File: config.mk
export PLATFORM = sky130hd
export DESIGN_NAME = pss_mod
export DESIGN_NICKNAME = d
export VERILOG_FILES = /design/src/rtl/core/pss_pkg.sv /design/src/rtl/core/pss_mod.sv
export SDC_FILE = /design/constraint.sdc
export NUM_CORES = 1
export LEC_CHECK = 0
export ABC_AREA = 1
export BUFFER_PORTS_ARGS = -buffer_cell sky130_fd_sc_hd__buf_2
export CORE_ASPECT_RATIO = 1.75
export CORE_UTILIZATION = 40
export DETAILED_ROUTE_END_ITERATION = 8
export MAX_ROUTING_LAYER = met4
export PLACE_DENSITY_LB_ADDON = 0.05
export SETUP_SLACK_MARGIN = 0.05
export SLEW_MARGIN = 10
export SYNTH_ARGS = -nofsm -noshare
export SYNTH_HDL_FRONTEND = slang
export SYNTH_SLANG_ARGS = --single-unit
File: constraint.sdc
create_clock -name clk -period 3 [get_ports clk]
set_input_delay 0.15 -clock clk [delete_from_list [all_inputs] [get_ports clk]]
set_output_delay 0.15 -clock clk [all_outputs]
set_load 0.005 [all_outputs]
File: src/rtl/core/pss_pkg.sv
`timescale 1ns / 1ps
`default_nettype none
package pss_pkg;

  localparam int CFG_W          = 17;
  localparam int CFG_IDX_W      = 1;
  localparam int WORD_W         = 31;
  localparam int VALUE_W        = 16;
  localparam int POS_OUT_W      = 16;
  localparam int STATUS_W       = 2;
  localparam int DRAW_POS_W     = 17;
  localparam int EPOCH_W        = 8;
  localparam int POOL_DEPTH_DEF = 65536;

  localparam logic [CFG_W-1:0] CFG_RESET = 17'h10000;

  localparam logic [CFG_IDX_W-1:0] REG_POOL_SIZE    = 1'd0;
  localparam logic [CFG_IDX_W-1:0] REG_SAMPLE_COUNT = 1'd1;

  localparam logic OP_DRAW    = 1'b0;
  localparam logic OP_RESTART = 1'b1;

  localparam logic [STATUS_W-1:0] ST_VALUE     = 2'd0;
  localparam logic [STATUS_W-1:0] ST_RESTART   = 2'd1;
  localparam logic [STATUS_W-1:0] ST_EXHAUSTED = 2'd2;

endpackage
`default_nettype wire

File: src/rtl/core/pss_mod.sv
`timescale 1ns / 1ps
`default_nettype none
module pss_mod #(
  parameter int NW = 17
) (
  input  wire logic                       clk,
  input  wire logic                       rst_n,
  input  wire logic                       start,
  input  wire logic [pss_pkg::WORD_W-1:0] dividend,
  input  wire logic [NW-1:0]              divisor,
  output logic                            done,
  output logic [NW-1:0]                   rem
);

  localparam int CW = $clog2(pss_pkg::WORD_W);

  logic [pss_pkg::WORD_W-1:0] dvd_r, dvd_nxt;
  logic [NW-1:0]              dsr_r, dsr_nxt;
  logic [NW-1:0]              rem_r, rem_nxt;
  logic [CW-1:0]              cnt_r, cnt_nxt;
  logic                       busy_r, busy_nxt;
  logic                       done_r, done_nxt;
  logic [NW:0]                trial;
  logic [NW:0]                diff;

  assign trial = {rem_r, dvd_r[pss_pkg::WORD_W-1]};
  assign diff  = trial - {1'b0, dsr_r};

  always_comb begin
    dvd_nxt  = dvd_r;
    dsr_nxt  = dsr_r;
    rem_nxt  = rem_r;
    cnt_nxt  = cnt_r;
    busy_nxt = busy_r;
    done_nxt = 1'b0;
    if (start) begin
      dvd_nxt  = dividend;
      dsr_nxt  = divisor;
      rem_nxt  = '0;
      cnt_nxt  = '0;
      busy_nxt = 1'b1;
    end else if (busy_r) begin
      // restoring step: one dividend bit per cycle
      rem_nxt = (trial >= {1'b0, dsr_r}) ? diff[NW-1:0] : trial[NW-1:0];
      dvd_nxt = {dvd_r[pss_pkg::WORD_W-2:0], 1'b0};
      cnt_nxt = cnt_r + CW'(1);
      if (cnt_r == CW'(pss_pkg::WORD_W - 1)) begin
        busy_nxt = 1'b0;
        done_nxt = 1'b1;
      end
    end
  end

  always_ff @(posedge clk) begin
    if (!rst_n) begin
      busy_r <= 1'b0;
      done_r <= 1'b0;
      cnt_r  <= '0;
    end else begin
      busy_r <= busy_nxt;
      done_r <= done_nxt;
      cnt_r  <= cnt_nxt;
    end
    dvd_r <= dvd_nxt;
    dsr_r <= dsr_nxt;
    rem_r <= rem_nxt;
  end

  assign done = done_r;
  assign rem  = rem_r;

endmodule
`default_nettype wire

==> results.cfg, run 1 <==
[flow_run]
cap_violations = 0

[clock_network]
cts_tree = yes
numCtsBuffers = 9
insertion_delay_ns = 0.34
clk_path_buf_depth = 2
htreeDepth = 3
post_cts_resized = 0
ctsRootBufferMaster = clkbuf_16
clk_pin_slew_ns = 0.06
clock_sinks = 72

[power]
switching_power_w = 0.000597
sw_frac_of_total = 0.238
power_density_mw_per_mm2 = 496
pwr-share-seq = 0.462
combPwrFrac = 0.112
power.internal_w = 0.00191
clkPwrFrac = 0.427
p_leak_nw = 2.68
ir_worst_vdd_mv = 0.318

[floorplanning]
start_util = 0.410
die_h_um = 137
rows = 49
die-area_mm2 = 0.0109
coreArea_mm2 = 0.0102
die_w_um = 79.2
ios = 69

[placement]
dp_hpwl_um = 7410
gp_congestion = 0.863
place_area_mm2 = 0.00462
placed_cells = 725
port_buffers = 68

[global_route]
grt_pass1_wl_um = 16400
antenna_found_initial = 0
grt_pass1_vias = 3536
track_usage = 0.207
grt_max_degree = 50
overflow = 0

[setup_path]
critPathLaunch = rem[14]
cp_data_arrival_time_ns = 2.57
cp-end-kind = flip-flop
r2r_cells = 10
worst-setup-path-type = flip-flop to flip-flop
rr_endpoint = rem[2]
cp_max_fo = 18
r2r_slack_ns = 0.70
critPathRequiredTime_ns = 3.26
reg2reg_from = rem[14]
critPathLaunchType = flip-flop

[route]
wl_um = 10000
ant_nets = 0
wl_per_cell_um = 13.3
num_vias = 3563
vias_per_cell = 4.71
dr.pass1.iters = 5
route.detailed.drc = 0
initialDrtViolationCount = 150

[status]
run_status = complete, no violations

[sta]
slew_headroom = 0.403
fmax_ghz = 0.434
fin_crit_sh = 0.768
drv_slew = 0
finalHoldViolations = 0
finalSetupViolations = 0
skew_ns = 0.00588
fin_setup_tns_ns = 0
period_minus_slack_ns = 2.30
rsz0062_at_grt = false
tightestPinTransition_ns = 0.894

[cells_and_area]
regArea_mm2 = 0.00192
multi_input_area_mm2 = 0.00184
layout.cells.non_filler = 756
nNetsFinal = 695
syn_to_final_growth_pct = 21.5
final_area_mm2 = 0.00506
drive_gt1_frac = 0.181
n_antenna_cell = 0
nFillCells = 1083

[hold_path]
worstHoldPathType = primary input to flip-flop
min_to = dsr_r[16]
hold_start = divisor[16]
min_path_cells = 1

[synth]
syn-num-nets = 611
synthTopCellsByArea = edfxtp_1 35%, nand2_1 20%, dfxtp_1 12%, inv_1 7.3%, ha_1 5.7%
netlist_area_mm2 = 0.00417
ys_seq_area_frac = 0.461
ys_async_sr_fraction = 0
synth_ff_type = edfxtp_1
syn-instance-count = 540
syn_area_per_cell_um2 = 7.72
synth_edf_count = 48
synth_top_area_share = 0.346
synth_top_area_cell = edfxtp_1
synthDistinctLibCells = 32
yosys_warnings = 0
ys_seq_elements = 72
[sequential cells by signal (all words and copies together), names as in the netlist]
name	cells
dsr_r	17
dvd_r	31
rem	17
cnt_r	5
busy_r	1
done	1
[metal layers]
| layer | routed length [um] | track usage |
|---|---|---|
| met1 | 3950 | 0.207 |
| met2 | 5440 | 0.375 |
| met3 | 285 | 0.0333 |
| met4 | 366 | 0.115 |
| met5 | 0 | - |
[layout by cell type, fill, tap and decap left out, drive strengths merged]
cell	Yosys	final
and2	1	1
dfxtp	24	24
and3	1	1
nand3b	6	6
bufinv	0	1
a31oi	1	1
inv	87	87
nand4	4	4
edfxtp	48	48
o21ai	11	11
buf	6	72
nand3	46	46
fa	1	1
ha	19	19
nor3	5	5
nor3b	1	1
nand2	227	227
xnor2	5	5
or2	1	1
xor2	2	2
nor2	22	22
clkinv	0	2
clkbuf	8	13
a21oi	14	14
dlygate4sd3	0	15
[stage by stage]
step           total power (W)  setup WS [ns]  hold WS [ns]   util
3_5_place_dp           0.00145          0.680         0.328  0.454
5_1_grt                0.00262          0.511        0.0182  0.498
2_1_floorplan          0.00135           1.10         0.249      -
4_1_cts                0.00254          0.666     0.0000404  0.497
3_3_place_gp           0.00144          0.704         0.327  0.454
6_report               0.00251          0.696        0.0193  0.498
[layout make-up]
cell class              instances  share of cell area
multi-input cells             367               0.364
clock buffers                  13              0.0494
flip-flops and latches         72               0.379
repair buffers                 87               0.103
well taps                     127              0.0314
clock inverters                 3             0.00865
inverters                      87              0.0645
[power by group through the flow]
| stage | Clock, W | Sequential, W | Combinational [W] |
|---|---|---|---|
| 2_1_floorplan | 0 | 0.00117 | 0.000178 |
| 3_3_place_gp | 0 | 0.00118 | 0.000265 |
| 3_5_place_dp | 0 | 0.00118 | 0.000268 |
| 4_1_cts | 0.00109 | 0.00116 | 0.000283 |
| 5_1_grt | 0.00114 | 0.00117 | 0.000320 |
| 6_report | 0.00107 | 0.00116 | 0.000280 |
[logic make-up after synthesis]
kind of cell / Yosys count / share of synthesized area
simple gates: 314 / 0.334
buf+inv: 101 / 0.0969
flops: 72 / 0.461
compound gates: 26 / 0.0315
fa+ha+maj: 20 / 0.0618
xor+xnor: 7 / 0.0147
[synth_stat cells, types with 3 or more instances]
library cell  instances
xnor2_1               5
inv_2                 6
buf_2                 4
o21ai_1               8
nand2_1             218
clkbuf_1              8
nand4_1               4
nand2_2               7
nor3_1                4
nor2_1               17
edfxtp_1             48
a21oi_1              14
nand3b_1              6
o21ai_0               3
nand3_1              38
dfxtp_1              24
ha_1                 19
nand3_2               8
inv_1                81
nor2_2                3
[what timing repair did]
item / 4_1_cts / 5_1_grt
endpoints found under the hold margin: 14 / 1
hold buffers: 14 / 1
buffers inserted: 0 / 0
[critical path, stage by stage (launching register included)]
cell	delay (ns)
dfxtp_1	0.34
ha_1	0.35
a21oi_1	0.25
nor2_1	0.09
nor2_2	0.10
nand2_2	0.07
nor2_4	0.43
nand2_4	0.29
nand2_1	0.14
nand2_1	0.06
o21ai_1	0.14
[worst max path at each step]
| stage | slack (ns) | depth (start not counted) | end |
|---|---|---|---|
| 2_1_floorplan | 1.10 | 11 | rem[10] |
| 3_3_place_gp | 0.70 | 10 | rem[2] |
| 3_5_place_dp | 0.68 | 12 | rem[2] |
| 4_1_cts | 0.67 | 12 | rem[2] |
| 5_1_grt | 0.51 | 12 | rem[2] |
| 6_report | 0.70 | 10 | rem[2] |
No activity file was read; power rests on OpenSTA's default activity.
==> inputs of run 2 (changes only) <==
Clock period 3 ns to 1.9 ns, I/O delays scaled along.
==> run 2 against run 1 <==
Compared with the run above:
- non-clock buffer count grew 56
- first-iteration DRC count grew 33%
- die area is the same
==> results.cfg, run 2 (synthesis results as in run 1) <==
[status]
run_status = complete, no violations

[cells_and_area]
final_util = 0.603
mostFrequentLayoutCell = nand2_1
largest_register_ffs = 31
layout.cells.non_filler = 813
syn_to_final_growth_pct = 47.2
nNetsFinal = 753
regMostFlops = dvd_r
drive_gt1_frac = 0.389
n_antenna_cell = 0
most-common-layout-cells = 178 x nand2_1, 68 x buf_2, 66 x inv_1

[power]
pwr-share-seq = 0.442
combPwrFrac = 0.156
ir_worst_vdd_mv = 0.615
sw_frac_of_total = 0.256
power_density_mw_per_mm2 = 677
p_leak_nw = 3.08
clkPwrFrac = 0.402
power_w = 0.00415
switching_power_w = 0.00106
power.internal_w = 0.00309

[global_route]
busiest_layer = met2
met2_usage = 0.403
use_met1 = 0.232
grt_pass1_vias = 3954
grt_max_degree = 32
antenna_found_initial = 0
track_usage = 0.226
use_met3 = 0.0367
overflow = 0
grt_pass1_wl_um = 18100

[flow_run]
cap_violations = 0

[sta]
period_minus_slack_ns = 1.86
slew_headroom = 0.736
drv_slew = 0
fin_setup_tns_ns = 0
rsz0062_at_grt = true
fin_hold_ws_ns = 0.0284
tightestPinTransition_ns = 0.395
finalSetupViolations = 0
fin_crit_sh = 0.977
finalHoldViolations = 0
fmax_ghz = 0.539
skew_ns = 0.00404

[floorplanning]
die-area_mm2 = 0.0109
rows = 49
coreArea_mm2 = 0.0102
die_w_um = 79.2
start_util = 0.410
die_h_um = 137
ios = 69

[hold_path]
worstHoldPathType = primary input to flip-flop

[clock_network]
insertion_delay_ns = 0.33
cts_tree = yes
htreeDepth = 3
ctsRootBufferMaster = clkbuf_16
clock_sinks = 72
clk_pin_slew_ns = 0.06
clk_path_buf_depth = 2
numCtsBuffers = 9

[placement]
port_buffers = 68
dp_hpwl_um = 7730
placed_cells = 751
gp_congestion = 0.847

[setup_path]
cp_data_arrival_time_ns = 2.08
critPathLaunchType = flip-flop
critPathRequiredTime_ns = 2.13
cp-end-kind = flip-flop
worst-setup-path-type = flip-flop to flip-flop
cp_max_fo = 8

[route]
wl_per_cell_um = 14.2
ant_nets = 0
initialDrtViolationCount = 200
dr.pass1.iters = 6
route.detailed.drc = 0
vias_per_cell = 4.79
num_vias = 3892
wl_um = 11500
run 2: cell count changes in the layout (fill, tap and decap cells not counted), moves of 10 or more:
cell and change:
ha_1 -14, nand2_1 -40, ha_4 +14, inv_1 -15, buf_4 +42, inv_2 +15
nand3_2 +10, nand3_1 -12, nand2_2 +32
run 2: worst paths after layout:
path	endpoint	startpoint	depth (start not counted)	slack, ns
max	rem[14]	dsr_r[9]	14	0.04
min reg2reg	cnt_r[4]	cnt_r[4]	2	0.47
min	dvd_r[0]	dividend[0]	3	0.03
max reg2reg	rem[14]	dsr_r[9]	14	0.04
run 2: what timing repair did:
| action | CTS | global route |
|---|---|---|
| gates cloned | 2 | 2 |
| pin swaps | 29 | 37 |
| hold buffers | 18 | 0 |
| endpoints found under the setup margin | 17 | 17 |
| hold endpoints to repair | 18 | 0 |
| gates resized for setup | 51 | 83 |
| setup buffers | 13 | 12 |
run 2: area by class of cell:
cell class / instances / area (um^2)
sequential: 72 / 1920
inverter: 87 / 327
multi-input combinational: 369 / 2400
fill: 933 / 4040
clock buffer: 9 / 225
tap: 127 / 159
clock inverter: 6 / 60.1
timing repair buffer: 143 / 1040
run 2: power groups by stage:
| stage | registers, W | logic, W | clock network (W) |
|---|---|---|---|
| floorplan | 0.00185 | 0.000282 | 0 |
| global placement | 0.00186 | 0.000457 | 0 |
| detailed placement | 0.00187 | 0.000462 | 0 |
| CTS | 0.00183 | 0.000563 | 0.00170 |
| global route | 0.00185 | 0.000714 | 0.00177 |
| finish | 0.00184 | 0.000647 | 0.00167 |
run 2: per-stage QoR:
stage	instance area, um^2	setup WS [ns]
after floorplan	4170	0.0996
after global placement	4820	-0.0297
after detailed placement	4820	-0.0590
after CTS	5710	0.0339
after global routing	6140	-0.0432
final	6140	0.0443
run 2: metal layers:
layer,up-vias,share of wire
met5,-,0
li1,1983,-
met1,1800,0.39
met2,85,0.55
met3,24,0.029
met4,0,0.031
run 2: worst max-delay path, cell delays in order (launching register included):
cell,delay (ns)
edfxtp_1,0.33
inv_2,0.05
ha_4,0.32
nand2_2,0.07
nand2_2,0.08
inv_1,0.05
nand2_2,0.08
inv_2,0.05
nand3_4,0.10
nand2_8,0.11
buf_12,0.15
nand2_8,0.11
nand3_2,0.09
nand3_1,0.09
nand2_1,0.05
